$ cat src/hdl/sha256_pkg.sv
// Shared types and constants of the SHA-256 message digest block.
package sha256_pkg;

    typedef logic [31:0] word_t;

    localparam int unsigned ROUNDS = 64;

    localparam word_t ROUND_K [ROUNDS] = '{
        32'h428a2f98, 32'h71374491, 32'hb5c0fbcf, 32'he9b5dba5,
        32'h3956c25b, 32'h59f111f1, 32'h923f82a4, 32'hab1c5ed5,
        32'hd807aa98, 32'h12835b01, 32'h243185be, 32'h550c7dc3,
        32'h72be5d74, 32'h80deb1fe, 32'h9bdc06a7, 32'hc19bf174,
        32'he49b69c1, 32'hefbe4786, 32'h0fc19dc6, 32'h240ca1cc,
        32'h2de92c6f, 32'h4a7484aa, 32'h5cb0a9dc, 32'h76f988da,
        32'h983e5152, 32'ha831c66d, 32'hb00327c8, 32'hbf597fc7,
        32'hc6e00bf3, 32'hd5a79147, 32'h06ca6351, 32'h14292967,
        32'h27b70a85, 32'h2e1b2138, 32'h4d2c6dfc, 32'h53380d13,
        32'h650a7354, 32'h766a0abb, 32'h81c2c92e, 32'h92722c85,
        32'ha2bfe8a1, 32'ha81a664b, 32'hc24b8b70, 32'hc76c51a3,
        32'hd192e819, 32'hd6990624, 32'hf40e3585, 32'h106aa070,
        32'h19a4c116, 32'h1e376c08, 32'h2748774c, 32'h34b0bcb5,
        32'h391c0cb3, 32'h4ed8aa4a, 32'h5b9cca4f, 32'h682e6ff3,
        32'h748f82ee, 32'h78a5636f, 32'h84c87814, 32'h8cc70208,
        32'h90befffa, 32'ha4506ceb, 32'hbef9a3f7, 32'hc67178f2
    };

    localparam word_t HASH_IV [8] = '{
        32'h6a09e667, 32'hbb67ae85, 32'h3c6ef372, 32'ha54ff53a,
        32'h510e527f, 32'h9b05688c, 32'h1f83d9ab, 32'h5be0cd19
    };

    localparam logic [7:0] PAD_BYTE = 8'h80;

    typedef struct packed {
        logic [7:0] data_byte;
        logic       has_byte;
        logic       end_of_message;
    } msg_beat_t;

    typedef struct packed {
        logic [31:0] digest_word;
        logic [2:0]  word_index;
        logic        last_word;
    } digest_beat_t;

    typedef enum logic [2:0] {
        ST_IDLE,
        ST_PAD_FIRST,
        ST_PAD_FILL,
        ST_INIT,
        ST_ROUND,
        ST_FINISH,
        ST_DIGEST
    } state_t;

    typedef enum logic [2:0] {
        PH_READ_A,
        PH_READ_B,
        PH_SCHED,
        PH_ADD,
        PH_UPDATE
    } phase_t;

    typedef enum logic [1:0] {
        CONT_IDLE,
        CONT_PAD,
        CONT_FILL,
        CONT_DIGEST
    } cont_t;

endpackage

$ cat src/hdl/sha256_message_digest.sv
// SHA-256 message digest: byte packing, padding, compression and digest output.

// The block takes one message byte per beat on the msg channel and returns the eight
// digest words, first word first, on the digest channel after a beat marked end of
// message. A full block passes through compression: a load of the working variables,
// 64 rounds, each in the phases read A, read B, schedule, add and update, and an add
// into the hash. The two read ports of the message schedule memory deliver the four
// schedule words of a round over two reads. Padding writes one word per cycle and may
// add a second block. The digest words leave one per accepted beat, and the block
// then starts over with the initial hash for the next message.
module sha256_message_digest (
    input  logic                      clk,
    input  logic                      rst_n,
    input  logic                      msg_valid,
    output logic                      msg_ready,
    input  sha256_pkg::msg_beat_t     msg,
    output logic                      digest_valid,
    input  logic                      digest_ready,
    output sha256_pkg::digest_beat_t  digest
);
    import sha256_pkg::*;

    function automatic word_t big_sigma0(word_t x);
        return {x[1:0], x[31:2]} ^ {x[12:0], x[31:13]} ^ {x[21:0], x[31:22]};
    endfunction

    function automatic word_t big_sigma1(word_t x);
        return {x[5:0], x[31:6]} ^ {x[10:0], x[31:11]} ^ {x[24:0], x[31:25]};
    endfunction

    function automatic word_t small_sigma0(word_t x);
        return {x[6:0], x[31:7]} ^ {x[17:0], x[31:18]} ^ {3'b000, x[31:3]};
    endfunction

    function automatic word_t small_sigma1(word_t x);
        return {x[16:0], x[31:17]} ^ {x[18:0], x[31:19]} ^ {10'b0, x[31:10]};
    endfunction

    state_t      state_reg, state_next;
    phase_t      phase_reg, phase_next;
    cont_t       cont_reg, cont_next;
    logic [5:0]  round_reg, round_next;
    logic [5:0]  pos_reg, pos_next;
    logic [3:0]  fill_reg, fill_next;
    logic        len_pass_reg, len_pass_next;
    logic [2:0]  out_idx_reg, out_idx_next;
    logic [63:0] bit_len_reg, bit_len_next;
    word_t       hash_reg [8];
    word_t       hash_next [8];

    word_t       word_reg, word_next;
    word_t       var_reg [8];
    word_t       var_next [8];
    word_t       hk_reg, hk_next;
    word_t       sig_reg, sig_next;
    word_t       w_reg, w_next;
    word_t       t1a_reg, t1a_next;

    word_t       sched_mem [16];
    word_t       rd0_reg, rd1_reg;
    logic [3:0]  ra0, ra1;
    logic        mem_we;
    logic [3:0]  mem_waddr;
    word_t       mem_wdata;

    logic [1:0]  slot;
    logic [4:0]  byte_shift;
    word_t       byte_word;
    word_t       pad_word;
    logic [3:0]  idx;
    word_t       w_sched;
    word_t       t1;
    word_t       t2;

    assign msg_ready          = (state_reg == ST_IDLE);
    assign digest_valid       = (state_reg == ST_DIGEST);
    assign digest.digest_word = hash_reg[out_idx_reg];
    assign digest.word_index  = out_idx_reg;
    assign digest.last_word   = (out_idx_reg == 3'd7);

    assign slot       = pos_reg[1:0];
    assign byte_shift = {~slot, 3'b000};
    assign byte_word  = (slot == 2'd0) ? {msg.data_byte, 24'b0}
                                       : (word_reg | ({24'b0, msg.data_byte} << byte_shift));
    assign pad_word   = (slot == 2'd0) ? {PAD_BYTE, 24'b0}
                                       : (word_reg | ({24'b0, PAD_BYTE} << byte_shift));

    assign idx     = round_reg[3:0];
    assign w_sched = rd0_reg + rd1_reg + sig_reg;
    assign t1      = t1a_reg + big_sigma1(var_reg[4])
                   + ((var_reg[4] & var_reg[5]) ^ (~var_reg[4] & var_reg[6]));
    assign t2      = big_sigma0(var_reg[0])
                   + ((var_reg[0] & var_reg[1]) ^ (var_reg[0] & var_reg[2])
                   ^ (var_reg[1] & var_reg[2]));

    always_comb
    begin
        state_next    = state_reg;
        phase_next    = phase_reg;
        cont_next     = cont_reg;
        round_next    = round_reg;
        pos_next      = pos_reg;
        fill_next     = fill_reg;
        len_pass_next = len_pass_reg;
        out_idx_next  = out_idx_reg;
        bit_len_next  = bit_len_reg;
        hash_next     = hash_reg;
        word_next     = word_reg;
        var_next      = var_reg;
        hk_next       = hk_reg;
        sig_next      = sig_reg;
        w_next        = w_reg;
        t1a_next      = t1a_reg;
        mem_we        = 1'b0;
        mem_waddr     = idx;
        mem_wdata     = w_sched;
        ra0           = idx;
        ra1           = idx;

        unique case (state_reg)
            ST_IDLE:
            begin
                if (msg_valid)
                begin
                    if (msg.has_byte)
                    begin
                        word_next    = byte_word;
                        pos_next     = pos_reg + 6'd1;
                        bit_len_next = bit_len_reg + 64'd8;
                        if (slot == 2'd3)
                        begin
                            mem_we    = 1'b1;
                            mem_waddr = pos_reg[5:2];
                            mem_wdata = byte_word;
                        end
                    end
                    if (msg.has_byte && (pos_reg == 6'd63))
                    begin
                        cont_next  = msg.end_of_message ? CONT_PAD : CONT_IDLE;
                        state_next = ST_INIT;
                    end
                    else if (msg.end_of_message)
                    begin
                        state_next = ST_PAD_FIRST;
                    end
                end
            end
            ST_PAD_FIRST:
            begin
                mem_we    = 1'b1;
                mem_waddr = pos_reg[5:2];
                mem_wdata = pad_word;
                pos_next  = 6'd0;
                if (pos_reg[5:2] == 4'd15)
                begin
                    cont_next  = CONT_FILL;
                    state_next = ST_INIT;
                end
                else
                begin
                    fill_next     = pos_reg[5:2] + 4'd1;
                    len_pass_next = (pos_reg[5:2] < 4'd14);
                    state_next    = ST_PAD_FILL;
                end
            end
            ST_PAD_FILL:
            begin
                mem_we    = 1'b1;
                mem_waddr = fill_reg;
                mem_wdata = '0;
                if (len_pass_reg && (fill_reg == 4'd14))
                begin
                    mem_wdata = bit_len_reg[63:32];
                end
                else if (len_pass_reg && (fill_reg == 4'd15))
                begin
                    mem_wdata = bit_len_reg[31:0];
                end
                if (fill_reg == 4'd15)
                begin
                    cont_next  = len_pass_reg ? CONT_DIGEST : CONT_FILL;
                    state_next = ST_INIT;
                end
                else
                begin
                    fill_next = fill_reg + 4'd1;
                end
            end
            ST_INIT:
            begin
                var_next   = hash_reg;
                round_next = '0;
                phase_next = PH_READ_A;
                state_next = ST_ROUND;
            end
            ST_ROUND:
            begin
                unique case (phase_reg)
                    PH_READ_A:
                    begin
                        ra0        = idx + 4'd1;
                        ra1        = idx - 4'd2;
                        hk_next    = var_reg[7] + ROUND_K[round_reg];
                        phase_next = PH_READ_B;
                    end
                    PH_READ_B:
                    begin
                        ra0        = idx;
                        ra1        = idx + 4'd9;
                        sig_next   = small_sigma0(rd0_reg) + small_sigma1(rd1_reg);
                        phase_next = PH_SCHED;
                    end
                    PH_SCHED:
                    begin
                        if (round_reg[5:4] == 2'd0)
                        begin
                            w_next = rd0_reg;
                        end
                        else
                        begin
                            w_next    = w_sched;
                            mem_we    = 1'b1;
                            mem_waddr = idx;
                            mem_wdata = w_sched;
                        end
                        phase_next = PH_ADD;
                    end
                    PH_ADD:
                    begin
                        t1a_next   = hk_reg + w_reg;
                        phase_next = PH_UPDATE;
                    end
                    PH_UPDATE:
                    begin
                        var_next[7] = var_reg[6];
                        var_next[6] = var_reg[5];
                        var_next[5] = var_reg[4];
                        var_next[4] = var_reg[3] + t1;
                        var_next[3] = var_reg[2];
                        var_next[2] = var_reg[1];
                        var_next[1] = var_reg[0];
                        var_next[0] = t1 + t2;
                        phase_next  = PH_READ_A;
                        if (round_reg == 6'(ROUNDS - 1))
                        begin
                            state_next = ST_FINISH;
                        end
                        else
                        begin
                            round_next = round_reg + 6'd1;
                        end
                    end
                    default:
                    begin
                        phase_next = PH_READ_A;
                    end
                endcase
            end
            ST_FINISH:
            begin
                for (int i = 0; i < 8; i++)
                begin
                    hash_next[i] = hash_reg[i] + var_reg[i];
                end
                unique case (cont_reg)
                    CONT_IDLE:
                    begin
                        state_next = ST_IDLE;
                    end
                    CONT_PAD:
                    begin
                        state_next = ST_PAD_FIRST;
                    end
                    CONT_FILL:
                    begin
                        fill_next     = '0;
                        len_pass_next = 1'b1;
                        state_next    = ST_PAD_FILL;
                    end
                    CONT_DIGEST:
                    begin
                        out_idx_next = '0;
                        state_next   = ST_DIGEST;
                    end
                    default:
                    begin
                        state_next = ST_IDLE;
                    end
                endcase
            end
            ST_DIGEST:
            begin
                if (digest_ready)
                begin
                    if (out_idx_reg == 3'd7)
                    begin
                        hash_next    = HASH_IV;
                        bit_len_next = '0;
                        pos_next     = '0;
                        out_idx_next = '0;
                        state_next   = ST_IDLE;
                    end
                    else
                    begin
                        out_idx_next = out_idx_reg + 3'd1;
                    end
                end
            end
            default:
            begin
                state_next = ST_IDLE;
            end
        endcase
    end

    always_ff @(posedge clk or negedge rst_n)
    begin
        if (!rst_n)
        begin
            state_reg    <= ST_IDLE;
            phase_reg    <= PH_READ_A;
            cont_reg     <= CONT_IDLE;
            round_reg    <= '0;
            pos_reg      <= '0;
            fill_reg     <= '0;
            len_pass_reg <= 1'b0;
            out_idx_reg  <= '0;
            bit_len_reg  <= '0;
            hash_reg     <= HASH_IV;
        end
        else
        begin
            state_reg    <= state_next;
            phase_reg    <= phase_next;
            cont_reg     <= cont_next;
            round_reg    <= round_next;
            pos_reg      <= pos_next;
            fill_reg     <= fill_next;
            len_pass_reg <= len_pass_next;
            out_idx_reg  <= out_idx_next;
            bit_len_reg  <= bit_len_next;
            hash_reg     <= hash_next;
        end
    end

    always_ff @(posedge clk)
    begin
        word_reg <= word_next;
        var_reg  <= var_next;
        hk_reg   <= hk_next;
        sig_reg  <= sig_next;
        w_reg    <= w_next;
        t1a_reg  <= t1a_next;
    end

    always_ff @(posedge clk)
    begin
        if (mem_we)
        begin
            sched_mem[mem_waddr] <= mem_wdata;
        end
        rd0_reg <= sched_mem[ra0];
        rd1_reg <= sched_mem[ra1];
    end

endmodule

$ cat config.mk
export PLATFORM = sky130hd
export DESIGN_NAME = sha256_message_digest
export DESIGN_NICKNAME = d
export VERILOG_FILES = /design/src/hdl/sha256_pkg.sv /design/src/hdl/sha256_message_digest.sv
export SDC_FILE = /design/constraint.sdc
export NUM_CORES = 2
export LEC_CHECK = 0
export ABC_AREA = 0
export BUFFER_PORTS_ARGS = -buffer_cell sky130_fd_sc_hd__buf_2
export CORE_MARGIN = 8
export CORE_UTILIZATION = 38
export DETAILED_ROUTE_END_ITERATION = 12
export PLACE_DENSITY = 0.6
export SETUP_SLACK_MARGIN = 0.2
export SLEW_MARGIN = 20
export SYNTH_ARGS = -nofsm -noshare
export SYNTH_HDL_FRONTEND = slang
export SYNTH_SLANG_ARGS = --single-unit
$ cat constraint.sdc
create_clock -name clk -period 18.8 [get_ports clk]
set_clock_uncertainty 0.05 [all_clocks]
set_input_delay 0.94 -clock clk [delete_from_list [all_inputs] [get_ports clk]]
set_output_delay 0.94 -clock clk [all_outputs]
set_load 0.1 [all_outputs]
==> reports/metrics.cfg <==
[logic_synthesis]
yosysWarnings=0
ys.flop_type=edfxtp_1
syn_nets=8736
synth_area_um2=87160
synth_cell_types=101
synth_area_per_cell_um2=10.73
ys_ff_latch=1337
synth_cells=8125
synth-seq-area-share=0.4354
ys_async_sr_fraction=0.2580
synth_edf_count=928

[worst_setup_path]
rr_startpoint=var_reg[122]
r2r_cells=31
worstReg2RegEnd=var_reg[252]
worstSetupStartpointType=register
cp_max_fo=6
cp_slowest_stage_delay_ns=0.58
endpoint_kind=register
slowest_stage=edfxtp_1
regToRegSetupSlack_ns=11.04
worst_ep_required_time_ns=19.28
path_common_cell=o21ai_0
criticalPathCategory=reg -> reg
arrival_ns=8.24

[routing]
post_drt_wl_per_cell_um=26.18
dr.max_layer_used=met5
num_vias=66650
wl_met3_mm=23.28
drc=0
viasPerCell=5.948
wl_met1_mm=124.5
dr.pass1.iters=6
ant_nets=0
drtIter0Drc=7131
routed_wl_mm=293.3
met2_wirelength_mm=134.0

[place]
gp_congestion=0.9655
placed_cells=10910
numPortBuffers=51
dp_hpwl_mm=208.1

[timing]
worst_slew_pin_slew_ns=1.222
min_period_ns=7.759
drv_slew=0
finalSetupViolCount=0
fin_crit_sh=0.4127
hold_violations=0
fin_tns_setup_ns=0
holdWs_ns=0.1437
maxSlewHeadroom=0.1851
fmax_mhz=128.9
rsz0062_at_grt=false

[run_status]
status=complete, no violations

[floorplan]
initial_core_util=0.3806
rows=176
fp.dieH_um=494.9
fp.dieArea_um2=245000
die_w_um=494.9
ios=52
coreArea_um2=229000

[grt]
grt_pass1_vias=64440
grtUsageTotal=0.2315
grt_max_degree=149
antenna_found_initial=19
grt_overflow=0
grt_pass1_wl_mm=428.8

[finish]
largest_reg_flops=512
layout-drive-gt1-share=0.1249
post-route-util=0.4196
fin_nets=8652
area_growth_pct=10.24
fill_cells=21600
instances_no_fill=11210

[clock_tree]
clock_path_buffers=3
cts.root.buffer_cell=clkbuf_16
post-cts-setup-buffers=0
clk_latency_ns=0.84
clkSinkCount=1337
cts_tree=done
cts_buffers=155
clkSlewWorstSetupHoldPaths_ns=0.06
cts_resized=0
htreeDepth=4
cts_hold_buf=0

[job]
cap_violations=0

[worst_hold_path]
hp-class=in -> async

## critical path: cells and delay by family, from the launching register on
| kind | cells | cell delay [ns] |
|---|---|---|
| AOI/OAI and AO/OA | 14 | 3.20 |
| adders and majority gates | 5 | 2.03 |
| xor gates and xnor gates | 4 | 0.89 |
| DFF | 1 | 0.58 |
| and+or+nand+nor | 5 | 0.56 |
| buffers and inverters | 3 | 0.19 |
## cells in the final DEF (no fill, tap or decap), types with 64 or more instances in the layout
| cell | instances |
|---|---|
| nand3_1 | 117 |
| mux2i_1 | 70 |
| dfrtp_1 | 203 |
| nor2_1 | 462 |
| nand2b_1 | 87 |
| fa_1 | 108 |
| dfxtp_1 | 64 |
| o21ai_0 | 520 |
| nor3_1 | 108 |
| ha_1 | 489 |
| o21a_1 | 85 |
| a21oi_1 | 600 |
| mux4_2 | 362 |
| inv_1 | 338 |
| xnor2_1 | 408 |
| clkbuf_16 | 156 |
| a21o_1 | 266 |
| xor2_1 | 284 |
| buf_4 | 94 |
| edfxtp_1 | 928 |
| dfstp_2 | 136 |
| nor2b_1 | 104 |
| a211oi_1 | 78 |
| nand2_1 | 1109 |
## per-layer routing
layer,vias to the layer above,GRT usage
li1,29670,-
met4,8,0.08570
met3,522,0.03592
met2,3020,0.3669
met5,-,0
met1,33440,0.3216
## cell type report
class,instances,area [um2],area share
Sequential cell,1337,37970,0.3951
Multi-Input combinational cell,6054,46680,0.4858
Antenna cell,5,12.51,0.0001302
Timing Repair Buffer,152,1099,0.01143
Clock buffer,214,4302,0.04477
Tap cell,3026,3786,0.03940
Inverter,341,1280,0.01332
Clock inverter,76,963.4,0.01003
## cell usage after synthesis (all sizes together) (19+ instances only)
library cell  instances  area, um2
a211oi               79      598.1
a21boi               22      165.2
a21o                266       1997
a21oi               603       3029
a22o                 25      219.0
a22oi                24      180.2
a31oi                51      325.3
and2                 24      150.1
and3                 53      336.6
buf                  86      380.4
clkbuf              307       1154
dfrtp               209       5230
dfstp               136       3573
dfxtp                64       1281
edfxtp              928      27870
fa                  108       2162
ha                  489       6118
inv                 338       1269
mux2                 38      427.9
mux2i                72      720.7
mux4                362       8153
nand2              1113       4178
nand2b               87      544.3
nand3               118      595.6
nand4                39      244.0
nor2                481       1827
nor2b               104      650.6
nor3                115      580.6
o211ai               24      180.2
o21a                 86      645.6
o21ai               543       2718
o21bai               56      420.4
o22a                 19      166.4
o22ai                28      175.2
o31ai                33      247.7
or2                  21      131.4
or3                  45      286.5
xnor2               411       3600
xor2                284       2487
## cell families (layout without fill, tap and decap cells)
kind of cell / Yosys count / after routing / synth area share
buffers and inverters: 734 / 783 / 0.03228
multiplexers: 472 / 472 / 0.1067
flip-flops: 1337 / 1337 / 0.4354
other: 0 / 5 / 0
AND/OR/NAND/NOR: 2244 / 2244 / 0.1132
AO/OA/AOI/OAI: 2042 / 2042 / 0.1471
XOR/XNOR: 695 / 695 / 0.06984
adder cells (fa/ha/maj): 601 / 601 / 0.09546
## how the worst max path moves through the flow
stage | depth (start not counted) | slack [ns] | from | end
finish | 31 | 11.04 | var_reg[122] | var_reg[252]
global placement | 31 | 10.89 | var_reg[122] | var_reg[252]
floorplan | 9 | 11.37 | msg_valid | sched_mem[1][0]
CTS | 31 | 10.98 | var_reg[122] | var_reg[252]
global route | 31 | 10.46 | var_reg[122] | var_reg[252]
detailed placement | 31 | 10.98 | var_reg[122] | var_reg[252]
## per-stage QoR
step                      setup slack [ns]  area, um2
after global placement               10.89      90790
after floorplan                      11.37      87160
after global routing                 10.46      96080
after detailed placement             10.98      90790
after CTS                            10.98      96060
final                                11.04      96090
Power is left out: the tool's default activity adds up to more than one toggle a clock period on the data nets, which glitch-free logic cannot reach.
